--- config.mk ---
export PLATFORM = sky130hd
export DESIGN_NAME = prm_queue
export DESIGN_NICKNAME = d
export VERILOG_FILES = /design/src/design/prm_pkg.sv /design/src/design/prm_queue.sv
export SDC_FILE = /design/constraint.sdc
export NUM_CORES = 1
export LEC_CHECK = 0
export ABC_AREA = 1
export BUFFER_PORTS_ARGS = -buffer_cell sky130_fd_sc_hd__buf_4
export CORE_ASPECT_RATIO = 0.8
export CORE_MARGIN = 10
export CORE_UTILIZATION = 52
export DETAILED_ROUTE_END_ITERATION = 16
export PLACE_DENSITY_LB_ADDON = 0.3
export SKIP_LAST_GASP = 1
export SYNTH_ARGS = -nofsm -noshare
export SYNTH_HDL_FRONTEND = slang
export SYNTH_SLANG_ARGS = --single-unit
--- constraint.sdc ---
create_clock -name clk_i -period 4.9 [get_ports clk_i]
set_input_delay 0.245 -clock clk_i [delete_from_list [all_inputs] [get_ports clk_i]]
set_output_delay 0.245 -clock clk_i [all_outputs]
set_load 0.01 [all_outputs]
--- src/design/prm_pkg.sv ---
// shared types, constants and state encodings for the peak region merger
package prm_pkg;

  localparam int unsigned MAX_REGIONS_DEF = 16;
  localparam int unsigned FRAC_BITS_DEF   = 4;
  localparam int unsigned QUEUE_DEPTH     = 2;

  localparam int unsigned DIM_W      = 13;
  localparam int unsigned PEAK_W     = 16;
  localparam int unsigned SCORE_W    = 16;
  localparam int unsigned COUNT_W    = 8;
  localparam int unsigned SCALE_W    = 17;
  localparam int unsigned REGCNT_W   = 5;
  localparam int unsigned BUDGET_W   = 25;
  localparam int unsigned AREA_W     = 26;
  localparam int unsigned ID_W       = 4;
  localparam int unsigned UNIT_SHIFT = 17;
  localparam int unsigned CFG_IDX_W  = 3;
  localparam int unsigned CFG_DATA_W = 25;

  localparam logic [DIM_W-1:0]   MIN_ROI   = 13'd16;
  localparam logic [DIM_W-1:0]   MAX_DIM   = 13'd4096;
  localparam logic [COUNT_W-1:0] COUNT_MAX = 8'd255;
  localparam logic               REQ_FLUSH = 1'b1;

  typedef enum logic [CFG_IDX_W-1:0] {
    CFG_SCALE     = 3'd0,
    CFG_ROI_W     = 3'd1,
    CFG_ROI_H     = 3'd2,
    CFG_IMG_W     = 3'd3,
    CFG_IMG_H     = 3'd4,
    CFG_MAX_REG   = 3'd5,
    CFG_MAX_PIX   = 3'd6
  } cfg_reg_e;

  typedef struct packed {
    logic [SCALE_W-1:0]  scale_q16;
    logic [DIM_W-1:0]    roi_width;
    logic [DIM_W-1:0]    roi_height;
    logic [DIM_W-1:0]    image_width;
    logic [DIM_W-1:0]    image_height;
    logic [REGCNT_W-1:0] max_regions;
    logic [BUDGET_W-1:0] max_total_pixels;
  } cfg_t;

  typedef struct packed {
    logic               req_type;
    logic [PEAK_W-1:0]  peak_x;
    logic [PEAK_W-1:0]  peak_y;
    logic [SCORE_W-1:0] peak_score;
  } in_item_t;

  typedef struct packed {
    logic [ID_W-1:0]    region_id;
    logic [DIM_W-1:0]   box_x;
    logic [DIM_W-1:0]   box_y;
    logic [DIM_W-1:0]   box_w;
    logic [DIM_W-1:0]   box_h;
    logic [DIM_W-1:0]   resp_x;
    logic [DIM_W-1:0]   resp_y;
    logic [DIM_W-1:0]   resp_w;
    logic [DIM_W-1:0]   resp_h;
    logic [SCORE_W-1:0] best_score;
    logic [COUNT_W-1:0] peak_count;
    logic               last;
  } out_item_t;

  typedef struct packed {
    logic [DIM_W-1:0] x;
    logic [DIM_W-1:0] y;
    logic [DIM_W-1:0] w;
    logic [DIM_W-1:0] h;
  } box_t;

  typedef struct packed {
    logic               is_flush;
    box_t               box;
    logic [SCORE_W-1:0] score;
  } cmd_t;

  typedef struct packed {
    box_t               l0;
    box_t               resp;
    logic [SCORE_W-1:0] score;
    logic [COUNT_W-1:0] count;
  } region_t;

  typedef enum logic [2:0] {
    F_IDLE, F_MUL, F_PREP, F_DIV, F_CLIP, F_PUSH
  } front_state_e;

  typedef enum logic [3:0] {
    B_IDLE, B_AREA, B_RD, B_CMP, B_DEC, B_APP, B_WR, B_ERD, B_EMIT
  } back_state_e;

endpackage

--- src/design/prm_queue.sv ---
// small command queue between the front and back ends
module prm_queue import prm_pkg::*; (
  input  logic clk_i,
  input  logic rst_ni,
  input  logic push_i,
  input  cmd_t data_i,
  output logic full_o,
  input  logic pop_i,
  output logic empty_o,
  output cmd_t data_o
);

  localparam int unsigned PTRW = (QUEUE_DEPTH > 1) ? $clog2(QUEUE_DEPTH) : 1;
  localparam int unsigned CNTW = $clog2(QUEUE_DEPTH + 1);

  cmd_t            mem_q [QUEUE_DEPTH];
  logic [PTRW-1:0] wr_q, wr_d, rd_q, rd_d;
  logic [CNTW-1:0] cnt_q, cnt_d;

  assign full_o  = (cnt_q == CNTW'(QUEUE_DEPTH));
  assign empty_o = (cnt_q == '0);
  assign data_o  = mem_q[rd_q];

  always_comb begin
    wr_d  = wr_q;
    rd_d  = rd_q;
    cnt_d = cnt_q;
    if (push_i) begin
      wr_d = (wr_q == PTRW'(QUEUE_DEPTH - 1)) ? '0 : wr_q + 1'b1;
    end
    if (pop_i) begin
      rd_d = (rd_q == PTRW'(QUEUE_DEPTH - 1)) ? '0 : rd_q + 1'b1;
    end
    if (push_i && !pop_i) cnt_d = cnt_q + 1'b1;
    else if (pop_i && !push_i) cnt_d = cnt_q - 1'b1;
  end

  always_ff @(posedge clk_i or negedge rst_ni) begin
    if (!rst_ni) begin
      wr_q  <= '0;
      rd_q  <= '0;
      cnt_q <= '0;
    end else begin
      wr_q  <= wr_d;
      rd_q  <= rd_d;
      cnt_q <= cnt_d;
    end
  end

  always_ff @(posedge clk_i) begin
    if (push_i) mem_q[wr_q] <= data_i;
  end

endmodule

After elaboration in Yosys (flattened, before gate mapping)
Memories as Yosys holds them, arrays and structs flattened.
Cells that the tools add are included.
Widths: inputs -> output; s select.
{"block": "totals", "ram_bits": 138, "out_inout_bits": 71, "n_memories": 1, "regBits": 4, "elab_cells": 21}
{"memory": "mem_q", "depth": 2, "word_bits": 69, "read_ports": 1, "rd_ports_with_merged_regs": 0, "wr": 1, "line": "prm_queue.sv:16", "source": "cmd_t mem_q [QUEUE_DEPTH];"}
{"block": "op_classes", "n_reduce_logical": 6, "add_sub_neg": 4, "eq_ne": 1, "muxes": 6}
{"cell": "$mux 1", "count": 4}
{"cell": "$mux 2", "count": 2}
{"cell": "$add 1x1->1 const B", "count": 2}
{"cell": "$add 2x1->2 const B", "count": 1}
{"cell": "$eq 2x2->1 const B", "count": 1}
{"cell": "$logic_and 1x1->1", "count": 2}
{"cell": "$logic_not 1->1", "count": 2}
{"cell": "$logic_not 2->1", "count": 1}
{"cell": "$reduce_bool 2->1", "count": 1}
{"cell": "$sub 2x1->2 const B", "count": 1}

Longest topological paths before layout
{"block": "logic_depth", "depth_word": 4, "ltp_mapped": 7}

Least setup slack after synthesis
OpenSTA, ideal clock, no wires.
{"block": "synth_timing", "path_kind": "register to register", "startpoint": "reg wr_q", "endpoint": "mem mem_q[0][0] in the netlist's numbering (enable)", "path_stages_with_launch": 2, "t_arrival_ns": 3.293, "path_slack_ns": 1.108, "synth_period_minus_slack_ns": 3.792, "path_cell_list": "dfrtp_1 nor2_1"}
{"item": "start: declaration", "line": "prm_queue.sv:17", "source": "logic [PTRW-1:0] wr_q, wr_d, rd_q, rd_d;"}
{"item": "start signal: assignment", "line": "prm_queue.sv:44", "source": "wr_q <= wr_d;"}
{"item": "end: declaration", "line": "prm_queue.sv:16"}
Straight into the memory's write port.

==> results.md <==
- Status: completed
- Final setup violating endpoints: 0
- Fmax: 0.365 GHz
- Hold Crit Class: in -> reg
- WP buf/inv: 2
- Top cells by count, synth: edfxtp_1, mux2_4, buf_12, inv_1, nand2_1
- Max-Cap Viols: 0
- Most common cell in the netlist: edfxtp_1
- Core area: 0.0103 mm^2
- Reg2Reg Depth: 2
- Asr flop ratio synth: 2.82%
- Hold Violations, Final: 0
- Synth area leaders: edfxtp_1, mux2_4, buf_12
- Type of origin of the critical path: register
- Final antenna-violating net count: 0
- Hold slack: 0.0247 ns
- Max Used Layer: met4
- Top delay family on crit path: flip-flops
- CP max stage cell: dfrtp_4
- Worst setup startpoint: rd_q$_DFFE_PN0P_
- Maximum vdd ir drop: 410 uV
- Antenna violations before repair: 0
- Synth cell types: 13
- Row cnt: 33
- Syn Inst Count: 240
- Iter 0 DRT Violations: 191
- Die W: 135 um
- Main flop type after synthesis: edfxtp_1
- Remaining Overflow, GRT: 0
- Lkg Pwr: 3.15 nW
- Top cell type's share of synthesized area: 74.8%
- Fillers: 604
- Area after DPL: 0.00667 mm^2
- FF-to-FF Start: wr_q$_DFFE_PN0P_
- Routed length on met3: 1.14 mm
- Total power: 0.00444 W
- Critical path, cell by cell: buf_4 -> mux2_4 -> buf_4
- Fin nets: 508
- CTS tree: yes
- H-tree levels: 4
- Largest stage delay, worst path: 0.85 ns
- # IOs: 144
- Post-CTS sizing: 0
- Final period util: 55.9%
- M1 wire length: 4.55 mm
- Gr usage total: 14.6%
- Largest net degree at the start of global routing: 58
- First-pass GRT wire length: 16.9 mm
- Routed wire per std cell: 18.7 um
- CP Class: reg -> out
- Worst path arrival time: 2.50 ns
- Clk pin slew, worst setup/hold paths: 0.06 ns
- Worst Setup End Kind: primary output
- Slew Viols, Final: 0
- Crit. path cell count: 3
- Reg2reg setup slack: 2.95 ns
- Synth Net Count: 314
- CP required: 4.66 ns
- Met2 wire length: 5.12 mm
- Most Frequent Cell on Critical Path: buf_4
- Antenna cells: 0
- Root Buffer: clkbuf_16
- Hold EP: mem_q[0][24]$_DFFE_PP_
- Register area share after synthesis: 76.6%
- Hold path start: data_i[24]
- PortBufs: 143
- Clock buffer depth: 2
- Max_slew headroom: 47.4%
- Cell area after layout: 0.00766 mm^2
- Die height: 112 um
- Die area: 0.0152 mm^2
- Ratio of cells with drive above 1 in the final layout: 55.0%
- Syn Std Cell Area: 0.00554 mm^2
- Cell taking the most area after synthesis: edfxtp_1
- Post-synth EDFFs: 138
- Area growth from synthesis to layout: 38.4%
- Initial core utilization: 53.6%
- Reg2reg end: mem_q[0][36]$_DFFE_PP_
- WL final: 11.0 mm
- DP HPWL: 6.98 mm
- Setup Total Neg Slack: 0 ns
- Synthesized area per cell: 23.1 um^2
- Critical Path Fanout Max: 36
- Final Util: 74.3%
- Vias per cell: 4.82
- DRC viols: 0
- Minimum clock period: 2.74 ns
- Slew @ Worst Pin: 0.790 ns
- Clock buffer count from CTS: 17
- Syn. warnings: 0
- RSZ-0062 raised after global routing: no
- Vias in the first global route: 3153
- Number of synthesized register bits: 142
- Worst hold stages: 1
- Clk sinks: 142
- Vias: 2829
- Router iterations before antenna repair: 4
- P per Cell Area: 580 mW/mm^2
- Worst-Skew Late Latency: 0.41 ns
- Clock Skew: 0.00653 ns
- Placer congestion estimate: 0.740
-- layout by cell type, fill, tap and decap left out --
| cell type | instances |
|---|---|
| buf_4 | 146 |
| edfxtp_1 | 138 |
| mux2_4 | 69 |
| dlygate4sd3_1 | 37 |
| clkbuf_16 | 17 |
| inv_1 | 6 |
| clkbuf_8 | 6 |
| nand2_1 | 5 |
| clkbuf_1 | 4 |
| bufinv_16 | 3 |
| dfrtp_1 | 3 |
| nor2_1 | 2 |
| xor2_1 | 2 |
| inv_2 | 1 |
| nor2_4 | 1 |
| xnor2_1 | 1 |
| nand3_1 | 1 |
| nand4_1 | 1 |
| ha_1 | 1 |
| clkinv_2 | 1 |
| clkinvlp_4 | 1 |
| dfrtp_4 | 1 |
-- sequential cells by signal (all words and copies together), names as in the netlist --
signal / count
rd_q: 1
mem_q: 138
wr_q: 1
cnt_q: 2
-- report_power, final --
part | internal (W) | switching (W)
Sequential | 0.00162 | 0.000142
Clock | 0.000882 | 0.000442
Combinational | 0.000781 | 0.000579
-- per-stage QoR --
| stage | worst slack (ns) | instances |
|---|---|---|
| 6_report | 2.16 | 587 |
| 3_3_place_gp | 2.60 | 518 |
| 3_5_place_dp | 2.58 | 518 |
| 5_1_grt | 2.06 | 587 |
| 4_1_cts | 2.13 | 587 |
| 2_1_floorplan | 1.11 | 240 |
-- worst reg2reg max path: stages, from the launching register on --
cell and delay, ns:
dfrtp_1 0.43, nor2_4 0.39, buf_4 0.68
-- how the worst max path moves through the flow --
stage	slack, ns	to
after floorplan	1.11	mem_q[0][0]$_DFFE_PP_
after global routing	2.06	data_o[55]
after global placement	2.60	data_o[0]
after detailed placement	2.58	data_o[55]
after CTS	2.13	data_o[55]
final	2.16	data_o[38]
-- final cells by class --
class | count | area (um^2) | share of cell area, %
Clock inverter | 5 | 103 | 1.34
Timing Repair Buffer | 183 | 1470 | 19.1
Clock buffer | 27 | 523 | 6.82
Inverter | 7 | 26.3 | 0.343
Tap cell | 140 | 175 | 2.29
Sequential cell | 142 | 4250 | 55.4
Multi-Input combinational cell | 83 | 1120 | 14.7
-- metal layers --
metal | vias up | track usage, %
met3 | 17 | 7.66
met1 | 1363 | 17.3
met2 | 128 | 21.7
met5 | - | 0
met4 | 0 | 6.16
li1 | 1321 | -
-- repair_timing --
| action | CTS | global route |
|---|---|---|
| buffers inserted | 0 | 0 |
| endpoints found under the setup margin | 0 | 0 |
| hold buffers | 37 | 0 |
| endpoints found under the hold margin | 73 | 0 |
-- kinds of logic after synthesis --
family | count (synthesis) | share of synthesized area, %
adders and majority gates | 1 | 0.226
and+or+nand+nor | 10 | 0.746
buffers and inverters | 15 | 3.21
DFF | 142 | 76.6
muxes | 69 | 18.7
xor gates and xnor gates | 3 | 0.475
Power figures use the tool's default switching activity.
