[config.mk]
export PLATFORM = sky130hd
export DESIGN_NAME = prm_front
export DESIGN_NICKNAME = d
export VERILOG_FILES = /design/src/design/prm_pkg.sv /design/src/design/prm_front.sv
export SDC_FILE = /design/constraint.sdc
export NUM_CORES = 2
export LEC_CHECK = 0
export BUFFER_PORTS_ARGS = -buffer_cell sky130_fd_sc_hd__buf_2
export CAP_MARGIN = 20
export CORE_UTILIZATION = 56
export CTS_CLUSTER_SIZE = 12
export DETAILED_ROUTE_END_ITERATION = 7
export GPL_ROUTABILITY_DRIVEN = 0
export GPL_TIMING_DRIVEN = 0
export PLACE_DENSITY_LB_ADDON = 0.05
export SYNTH_ARGS = -nofsm -noshare
export SYNTH_HDL_FRONTEND = slang
export SYNTH_SLANG_ARGS = --single-unit
[constraint.sdc]
create_clock -name clk_i -period 8.8 [get_ports clk_i]
set_input_delay 0.44 -clock clk_i [delete_from_list [all_inputs] [get_ports clk_i]]
set_output_delay 0.44 -clock clk_i [all_outputs]
set_load 0.02 [all_outputs]
[src/design/prm_pkg.sv]
// shared types, constants and state encodings for the peak region merger
package prm_pkg;

  localparam int unsigned MAX_REGIONS_DEF = 16;
  localparam int unsigned FRAC_BITS_DEF   = 4;
  localparam int unsigned QUEUE_DEPTH     = 2;

  localparam int unsigned DIM_W      = 13;
  localparam int unsigned PEAK_W     = 16;
  localparam int unsigned SCORE_W    = 16;
  localparam int unsigned COUNT_W    = 8;
  localparam int unsigned SCALE_W    = 17;
  localparam int unsigned REGCNT_W   = 5;
  localparam int unsigned BUDGET_W   = 25;
  localparam int unsigned AREA_W     = 26;
  localparam int unsigned ID_W       = 4;
  localparam int unsigned UNIT_SHIFT = 17;
  localparam int unsigned CFG_IDX_W  = 3;
  localparam int unsigned CFG_DATA_W = 25;

  localparam logic [DIM_W-1:0]   MIN_ROI   = 13'd16;
  localparam logic [DIM_W-1:0]   MAX_DIM   = 13'd4096;
  localparam logic [COUNT_W-1:0] COUNT_MAX = 8'd255;
  localparam logic               REQ_FLUSH = 1'b1;

  typedef enum logic [CFG_IDX_W-1:0] {
    CFG_SCALE     = 3'd0,
    CFG_ROI_W     = 3'd1,
    CFG_ROI_H     = 3'd2,
    CFG_IMG_W     = 3'd3,
    CFG_IMG_H     = 3'd4,
    CFG_MAX_REG   = 3'd5,
    CFG_MAX_PIX   = 3'd6
  } cfg_reg_e;

  typedef struct packed {
    logic [SCALE_W-1:0]  scale_q16;
    logic [DIM_W-1:0]    roi_width;
    logic [DIM_W-1:0]    roi_height;
    logic [DIM_W-1:0]    image_width;
    logic [DIM_W-1:0]    image_height;
    logic [REGCNT_W-1:0] max_regions;
    logic [BUDGET_W-1:0] max_total_pixels;
  } cfg_t;

  typedef struct packed {
    logic               req_type;
    logic [PEAK_W-1:0]  peak_x;
    logic [PEAK_W-1:0]  peak_y;
    logic [SCORE_W-1:0] peak_score;
  } in_item_t;

  typedef struct packed {
    logic [ID_W-1:0]    region_id;
    logic [DIM_W-1:0]   box_x;
    logic [DIM_W-1:0]   box_y;
    logic [DIM_W-1:0]   box_w;
    logic [DIM_W-1:0]   box_h;
    logic [DIM_W-1:0]   resp_x;
    logic [DIM_W-1:0]   resp_y;
    logic [DIM_W-1:0]   resp_w;
    logic [DIM_W-1:0]   resp_h;
    logic [SCORE_W-1:0] best_score;
    logic [COUNT_W-1:0] peak_count;
    logic               last;
  } out_item_t;

  typedef struct packed {
    logic [DIM_W-1:0] x;
    logic [DIM_W-1:0] y;
    logic [DIM_W-1:0] w;
    logic [DIM_W-1:0] h;
  } box_t;

  typedef struct packed {
    logic               is_flush;
    box_t               box;
    logic [SCORE_W-1:0] score;
  } cmd_t;

  typedef struct packed {
    box_t               l0;
    box_t               resp;
    logic [SCORE_W-1:0] score;
    logic [COUNT_W-1:0] count;
  } region_t;

  typedef enum logic [2:0] {
    F_IDLE, F_MUL, F_PREP, F_DIV, F_CLIP, F_PUSH
  } front_state_e;

  typedef enum logic [3:0] {
    B_IDLE, B_AREA, B_RD, B_CMP, B_DEC, B_APP, B_WR, B_ERD, B_EMIT
  } back_state_e;

endpackage

[src/design/prm_front.sv]
// front end: accepts items, places and clips the box of a peak
module prm_front import prm_pkg::*; #(
  parameter int unsigned FRAC_BITS = FRAC_BITS_DEF
) (
  input  logic     clk_i,
  input  logic     rst_ni,
  input  cfg_t     cfg_i,
  input  logic     in_valid_i,
  output logic     in_stall_o,
  input  in_item_t in_data_i,
  output logic     push_o,
  output cmd_t     cmd_o,
  input  logic     q_full_i
);

  localparam int unsigned DW   = SCALE_W + FRAC_BITS;
  localparam int unsigned PW   = DIM_W + DW;
  localparam int unsigned AW   = PEAK_W + UNIT_SHIFT;
  localparam int unsigned MW   = (AW > PW) ? AW : PW;
  localparam int unsigned NQ   = MW + 1;
  localparam int unsigned RW   = DW + 1;
  localparam int unsigned EW   = NQ + 2;
  localparam int unsigned CNTW = $clog2(NQ + 1);

  front_state_e    state_q, state_d;
  in_item_t        req_q, req_d;
  cmd_t            cmd_q, cmd_d;
  logic [CNTW-1:0] cnt_q, cnt_d;
  logic [PW-1:0]   prod_q [2];
  logic [PW-1:0]   prod_d [2];
  logic [NQ-1:0]   quo_q [2];
  logic [NQ-1:0]   quo_d [2];
  logic [RW-1:0]   rem_q [2];
  logic [RW-1:0]   rem_d [2];
  logic            neg_q [2];
  logic            neg_d [2];

  logic [SCALE_W-1:0] s_eff;
  logic [DW-1:0]      d_val;
  logic [RW-1:0]      div_val;
  logic [DIM_W-1:0]   size_l [2];
  logic [DIM_W-1:0]   lim_l [2];
  logic [PEAK_W-1:0]  pos_l [2];
  logic [NQ-1:0]      num_l [2];
  logic               ge_l [2];
  logic [RW-1:0]      rem_n [2];
  logic [NQ-1:0]      quo_n [2];
  logic [DIM_W-1:0]   lo_l [2];
  logic [DIM_W-1:0]   hi_l [2];

  function automatic logic [DIM_W-1:0] clip(input logic signed [EW-1:0] v,
                                            input logic [DIM_W-1:0] lim);
    logic signed [EW-1:0] l;
    l = $signed(EW'(lim));
    if (v < 0) return '0;
    else if (v > l) return lim;
    else return v[DIM_W-1:0];
  endfunction

  function automatic logic [DIM_W-1:0] roi_eff(input logic [DIM_W-1:0] v);
    if (v < MIN_ROI) return MIN_ROI;
    else if (v > MAX_DIM) return MAX_DIM;
    else return v;
  endfunction

  assign s_eff   = (cfg_i.scale_q16 == '0) ? SCALE_W'(1) : cfg_i.scale_q16;
  assign d_val   = DW'(s_eff) << FRAC_BITS;
  assign div_val = {d_val, 1'b0};

  assign size_l[0] = roi_eff(cfg_i.roi_width);
  assign size_l[1] = roi_eff(cfg_i.roi_height);
  assign lim_l[0]  = (cfg_i.image_width > MAX_DIM) ? MAX_DIM : cfg_i.image_width;
  assign lim_l[1]  = (cfg_i.image_height > MAX_DIM) ? MAX_DIM : cfg_i.image_height;
  assign pos_l[0]  = req_q.peak_x;
  assign pos_l[1]  = req_q.peak_y;

  always_comb begin
    logic [MW-1:0]        a_v, b_v, mag_v;
    logic [RW:0]          trial_v;
    logic                 ok_v;
    logic signed [EW-1:0] e_v;
    for (int k = 0; k < 2; k++) begin
      a_v      = MW'(pos_l[k]) << UNIT_SHIFT;
      b_v      = MW'(prod_q[k]);
      ge_l[k]  = (a_v >= b_v);
      mag_v    = ge_l[k] ? (a_v - b_v) : (b_v - a_v);
      num_l[k] = NQ'(mag_v) + NQ'(d_val);
      trial_v  = {rem_q[k], quo_q[k][NQ-1]};
      ok_v     = (trial_v >= {1'b0, div_val});
      rem_n[k] = ok_v ? RW'(trial_v - {1'b0, div_val}) : RW'(trial_v);
      quo_n[k] = {quo_q[k][NQ-2:0], ok_v};
      e_v      = neg_q[k] ? -$signed(EW'(quo_q[k])) : $signed(EW'(quo_q[k]));
      lo_l[k]  = clip(e_v, lim_l[k]);
      hi_l[k]  = clip(e_v + $signed(EW'(size_l[k])), lim_l[k]);
    end
  end

  always_comb begin
    state_d = state_q;
    req_d   = req_q;
    cmd_d   = cmd_q;
    cnt_d   = cnt_q;
    prod_d  = prod_q;
    quo_d   = quo_q;
    rem_d   = rem_q;
    neg_d   = neg_q;
    unique case (state_q)
      F_IDLE: begin
        if (in_valid_i) begin
          req_d          = in_data_i;
          cmd_d.is_flush = (in_data_i.req_type == REQ_FLUSH);
          cmd_d.score    = in_data_i.peak_score;
          state_d        = (in_data_i.req_type == REQ_FLUSH) ? F_PUSH : F_MUL;
        end
      end
      F_MUL: begin
        for (int k = 0; k < 2; k++) prod_d[k] = PW'(size_l[k]) * PW'(d_val);
        state_d = F_PREP;
      end
      F_PREP: begin
        for (int k = 0; k < 2; k++) begin
          quo_d[k] = num_l[k];
          rem_d[k] = '0;
          neg_d[k] = !ge_l[k];
        end
        cnt_d   = CNTW'(NQ);
        state_d = F_DIV;
      end
      F_DIV: begin
        quo_d = quo_n;
        rem_d = rem_n;
        cnt_d = cnt_q - 1'b1;
        if (cnt_q == CNTW'(1)) state_d = F_CLIP;
      end
      F_CLIP: begin
        cmd_d.box.x = lo_l[0];
        cmd_d.box.y = lo_l[1];
        cmd_d.box.w = hi_l[0] - lo_l[0];
        cmd_d.box.h = hi_l[1] - lo_l[1];
        state_d = (hi_l[0] > lo_l[0] && hi_l[1] > lo_l[1]) ? F_PUSH : F_IDLE;
      end
      F_PUSH: begin
        if (!q_full_i) state_d = F_IDLE;
      end
      default: state_d = F_IDLE;
    endcase
  end

  assign in_stall_o = (state_q != F_IDLE);
  assign push_o     = (state_q == F_PUSH) && !q_full_i;
  assign cmd_o      = cmd_q;

  always_ff @(posedge clk_i or negedge rst_ni) begin
    if (!rst_ni) begin
      state_q <= F_IDLE;
    end else begin
      state_q <= state_d;
    end
  end

  always_ff @(posedge clk_i) begin
    req_q  <= req_d;
    cmd_q  <= cmd_d;
    cnt_q  <= cnt_d;
    prod_q <= prod_d;
    quo_q  <= quo_d;
    rem_q  <= rem_d;
    neg_q  <= neg_d;
  end

endmodule

After elaboration in Yosys (flattened, before gate mapping)
Index checks and enable logic that the tools add are counted.
- mux-type cells: 30
- multiply operators: 2
- magnitude comparators: 20
- add/sub/neg operators: 15
- reduce and logical (&&, ||, !) cells: 11
- equality and inequality tests: 9
- operator list (operator ; count):
    13-bit 2-to-1 mux ; 14
    37-bit by 14-bit > comparator with 1-bit output ; 4
    37-bit by 1-bit < comparator with 1-bit output (second input constant) ; 4
    70-bit case mux with 2 select lines ; 1
    44-bit case mux with 2 select lines ; 1
    37-bit by 14-bit adder with 37-bit output ; 2
    37-bit 2-to-1 mux ; 2
    35-bit negator with 37-bit output ; 2
    34-bit by 21-bit adder with 35-bit output ; 2
    33-bit by 34-bit >= comparator with 1-bit output ; 2
    34-bit 2-to-1 mux ; 2
    33-bit by 34-bit subtractor with 34-bit output ; 2
    34-bit by 33-bit subtractor with 34-bit output ; 2
    13-bit by 17-bit multiplier with 30-bit output ; 2
    13-bit > comparator (second input constant) ; 4
    23-bit by 22-bit >= comparator with 1-bit output ; 2
    22-bit 2-to-1 mux ; 2
    22-bit subtractor ; 2
    13-bit > comparator ; 2
    13-bit by 5-bit < comparator with 1-bit output (second input constant) ; 2
    13-bit subtractor ; 2
    3-bit case mux with 6 select lines ; 1
    17-bit logical NOT ; 1
    17-bit 2-to-1 mux ; 1
    15 further kinds ; 26
- bits in registers: 286
- output and inout port bits: 71

Longest topological paths before layout
- word-level depth: 11
- gate-level depth with buffers: 39

Worst setup path before layout
No wires, ideal clock.
- kind: in2reg
- start: input cfg_i[60] in the netlist's numbering
- end: register prod_q[33] in the netlist's numbering, data pin
- setup time: 260 ps
- stages on the path: 28
- setup slack: 1350 ps
- arrival time: 7190 ps
- data required time: 8540 ps
- cells stage by stage: nor4_1 nand2_1 mux2i_1 and2_1 clkbuf_1 clkbuf_1 nand2_1 fa_1 inv_1 fa_1 inv_1 fa_1 inv_1 fa_1 fa_1 ha_1 o21a_1 o21ai_0 nor2_1 a2111oi_0 o31ai_1 o41ai_1 nor2b_1 o21ai_0 a31oi_1 a21o_1 a21oi_1 xnor2_1
- longest elaborated chain between the ends: 4
- elaborated cells on any way between the ends: 5
- classes of those cells: mul: 1; order compare: 2; mux: 2
- RTL lines (element ; line ; source):
    from (decl) ; prm_front.sv:7 ; input cfg_t cfg_i,
    13-bit > comparator ; prm_front.sv:62 ; else if (v > MAX_DIM) return MAX_DIM;
    13-bit 2-to-1 mux ; prm_front.sv:62 ;
    13-bit 2-to-1 mux (*) ; prm_front.sv:61 ; if (v < MIN_ROI) return MIN_ROI;
    13-bit by 17-bit multiplier with 30-bit output (*) ; prm_front.sv:117 ; for (int k = 0; k < 2; k++) prod_d[k] = PW'(size_l[k]) * PW'(d_val);
    to (signal assigned) ; prm_front.sv:165 ; prod_q <= prod_d;
    to (decl) ; prm_front.sv:29 ; logic [PW-1:0] prod_q [2];
Mark *: on every way between the ends. The rest lies on a longest branch, timed or not.
A chain may end at the register's enable or synchronous reset.

Worst setup path in the final report
- start: input cfg_i[56] in the netlist's numbering
- end: register state_q[0]
- longest elaborated chain between the ends: 11
- elaborated cells on any way between the ends: 13
- classes of those cells: add/sub: 1; order compare: 5; mux: 6; reduce/logical: 1
- RTL lines (element ; line ; source):
    13-bit > comparator ; prm_front.sv:62 ;
    13-bit 2-to-1 mux ; prm_front.sv:62 ;
    13-bit 2-to-1 mux (*) ; prm_front.sv:61 ;
    37-bit by 14-bit adder with 37-bit output (*) ; prm_front.sv:94 ; hi_l[k] = clip(e_v + $signed(EW'(size_l[k])), lim_l[k]);
    37-bit by 14-bit > comparator with 1-bit output ; prm_front.sv:56 ; else if (v > l) return lim;
    13-bit 2-to-1 mux ; prm_front.sv:56 ;
    13-bit 2-to-1 mux (*) ; prm_front.sv:55 ; if (v < 0) return '0;
    13-bit > comparator (*) ; prm_front.sv:140 ; state_d = (hi_l[0] > lo_l[0] && hi_l[1] > lo_l[1]) ? F_PUSH : F_IDLE;
    1-bit logical AND (*) ; prm_front.sv:140 ;
    3-bit 2-to-1 mux (*) ; prm_front.sv:140 ;
    3-bit case mux with 6 select lines (*) ; prm_front.sv:107 ; unique case (state_q)
    to (signal assigned) ; prm_front.sv:157 ; state_q <= state_d;
    to (decl) ; prm_front.sv:25 ; front_state_e state_q, state_d;
Marks and branches as above.

==> impl_metrics.toml <==
[synthesis]
syn_nets = 5276
synthDistinctLibCells = 101
synth-edff-count = 283
async_flop_share_pct = 1.049
synthAdderAreaFrac_pct = 29.97
synthMuxAreaShare_pct = 2.591
netlist_area_mm2 = 0.03907
synth_warnings = 0
avgSynthCellArea_um2 = 8.897
ys.flop_type = "edfxtp_1"
synthXorXnorAreaFrac_pct = 6.404
ys_seq_area_share_pct = 21.94
synthSimpleGateAreaFrac_pct = 19.03
synth_compound_area_share_pct = 12.84
synth_cells = 4392
ys_seq_elements = 286
synth_top_family_by_area = "adder cells"

[global_routing]
grt_overflow = 0
grt_max_degree = 70
antenna_found_initial = 9
grt_use_total_pct = 31.75
grt_first_pass_wirelength_um = 174000
grt_pass1_vias = 31280

[final_layout]
area_growth_syn_to_layout_pct = 9.322
final_nets = 5518
n_fill_cell = 6108
drive_above_1_share_pct = 8.174

[run]
cap_violations = 0

[floorplanning]
initial_core_util_pct = 56.77
ios = 223
rows = 96
core_mm2 = 0.06883
dieWidth_um = 266.2
dieArea_mm2 = 0.07084
die_y_um = 266.2

[power]
peakVddDrop_uv = 188.7
leakagePower_uw = 0.01949
cellPowerDensity_mw_per_mm2 = 346.0

[routing]
route.detailed.drc = 0
wl_per_cell_um = 19.96
vias_per_cell = 5.805
finalWirelength_um = 111800
dr.pass1.iters = 8
drtIter0Drc = 2871
routed-via-count = 32510
ant_nets = 0

[critical_path]
critPathRequiredTime_ps = 9240
worstRegToRegCells = 37
crit_end = "state_q[0]"
r2r-end = "state_q[0]"
max_stage_delay_ps = 480
cpMaxStageDelayCell = "nor4_2"
worstSetupEndpointType = "flop"
r2r_setup_slack_ps = 500
critPathKind = "in -> reg"
cp_max_fo = 10
crit_arrival_ps = 8900
crit-reg2reg-launch = "neg_q[0]"
cp-start-kind = "primary input"
setup.worst_path.start = "cfg_i[56]"

[worst_hold_path]
min_path_type = "in -> reg"
hold_depth = 1

[placement]
pre_cts_slack_ps = -835.2
hpwl_um = 90350
io_buffers = 191

[clock_network]
cts.sinks = 286
clockRootBuffer = "clkbuf_16"
cts_max_path_buffers = 3
cts_buffers = 37
htree_levels = 2
clkTransAtPathRegs_ps = 60
cts_tree = "yes"
clk_latency_ps = 570

[sta]
worst_slack_ps = 340.4
skew_ps = 28.16
fmax_ghz = 0.1182
fin_tns_setup_ps = 0
max_slew_margin_pct = 20.44
slew_viol_final = 0
period_share_pct = 96.13
setup_viol = 0
worst_slew_pin_slew_ps = 1193
hold_viol = 0
rsz0062_at_grt = "true"
layout_min_cycle_time_ps = 8460

[run_status]
status = "finished clean"
Yosys cell counts (13+ instances only):
cell type,number,share of area [%]
and2_1,163,2.6
nor3_1,81,1.0
or2_2,34,0.54
o21a_1,43,0.83
o211ai_1,14,0.27
a21oi_1,196,2.5
o21ai_0,159,2.0
nor4_1,38,0.61
a31oi_1,38,0.61
fa_1,340,17
nand2_1,515,4.9
a21boi_0,16,0.31
mux2i_1,86,2.2
ha_1,392,13
or3_1,30,0.48
edfxtp_1,283,22
nor2_1,287,2.8
a21o_1,78,1.5
inv_1,531,5.1
xor2_1,126,2.8
nand4_1,38,0.61
nor2b_1,62,0.99
and3_1,62,0.99
clkbuf_1,191,1.8
a211oi_1,26,0.50
nand2b_1,37,0.59
xnor2_1,156,3.5
o31ai_1,38,0.73
o41ai_1,21,0.47
o21bai_1,17,0.33
nand3_1,53,0.68
and4_1,13,0.29
per-layer routing:
layer	GRT usage, %	wire [um]	up-vias
li1	-	-	15450
met1	44.40	49170	15690
met2	50.28	50020	1167
met3	4.482	8151	207
met4	11.23	4436	0
met5	0	0	-
worst max-delay path, delay by kind of cell:
family / cells / cell delay (ps)
AO/OA/AOI/OAI: 19 / 3810
XOR/XNOR: 1 / 230
adder cells (fa/ha/maj): 3 / 920
buffers and inverters: 3 / 920
multiplexers: 2 / 570
AND/OR/NAND/NOR: 10 / 1990
area by class of cell:
| cell class | instances | area (um^2) | area share, % |
|---|---|---|---|
| antenna | 8 | 20.02 | 0.04687 |
| tap | 931 | 1165 | 2.727 |
| clock inverter | 21 | 229.0 | 0.5360 |
| timing repair buffer | 206 | 1137 | 2.663 |
| inverter | 533 | 2003 | 4.690 |
| clock buffer | 45 | 998.5 | 2.337 |
| buffer | 208 | 833.3 | 1.951 |
| sequential | 286 | 8573 | 20.07 |
| multi-input combinational | 3362 | 27760 | 64.98 |
layout by cell type (no fill, tap or decap), types with 38 or more instances in the layout:
cell,Yosys,routed
a21o_1,78,78
a21oi_1,196,196
and2_1,163,162
and3_1,62,62
buf_2,5,196
clkbuf_1,191,183
clkbuf_16,0,39
edfxtp_1,283,283
fa_1,340,340
ha_1,392,392
inv_1,531,531
mux2i_1,86,83
nand2_1,515,515
nand3_1,53,53
nand4_1,38,38
nor2_1,287,286
nor2b_1,62,61
nor3_1,81,80
o21a_1,43,43
o21ai_0,159,159
xnor2_1,156,156
xor2_1,126,126
sequential cells by signal, indices dropped and copies added, names as in the netlist:
| name | count |
|---|---|
| rem_q | 44 |
| state_q | 3 |
| quo_q | 2 |
| cnt_q | 6 |
| neg_q | 2 |
| pos_l | 32 |
| cmd_o | 69 |
| quo_n | 68 |
| prod_q | 60 |
timing repair:
item / in CTS / in global routing
resized for setup: 8 / 30
hold buffers: 1 / 0
hold endpoints to repair: 3 / 0
setup endpoints to repair: 6 / 13
buffers inserted: 0 / 5
pin swaps: 0 / 4
where the power goes:
group          total [uW]  internal (uW)  switching [uW]
logic               10300           4150            6150
registers            2930           2460             463
clock network        1560            931             624
total               14800           7540            7240
logic make-up (layout without fill, tap and decap cells):
family | Yosys count | in the layout
AOI/OAI and AO/OA | 764 | 764
xor gates and xnor gates | 284 | 284
adders and majority gates | 732 | 732
buffers and inverters | 744 | 1013
DFF | 286 | 286
muxes | 99 | 99
other | 0 | 8
and+or+nand+nor | 1483 | 1483
worst min path at each step:
stage | end | from | slack, ps
floorplan | state_q[0] | rst_ni | 140
global placement | state_q[2] | rst_ni | 240
detailed placement | state_q[0] | rst_ni | 240
CTS | pos_l[14] | in_data_i[30] | 20
global route | pos_l[16] | in_data_i[32] | 40
finish | pos_l[14] | in_data_i[30] | 40
stage by stage:
stage	cell area (um^2)	util, %	std cells	total power (uW)	hold slack (ps)
2_1_floorplan	39070	-	4392	10610	144.4
4_1_cts	42600	61.89	5590	14670	21.99
6_report	42720	62.06	5600	14780	41.97
5_1_grt	42700	62.03	5592	16090	35.85
3_5_place_dp	41350	60.07	5523	13040	243.4
3_3_place_gp	41190	59.85	5514	12920	239.4
Power figures use the tool's default switching activity.
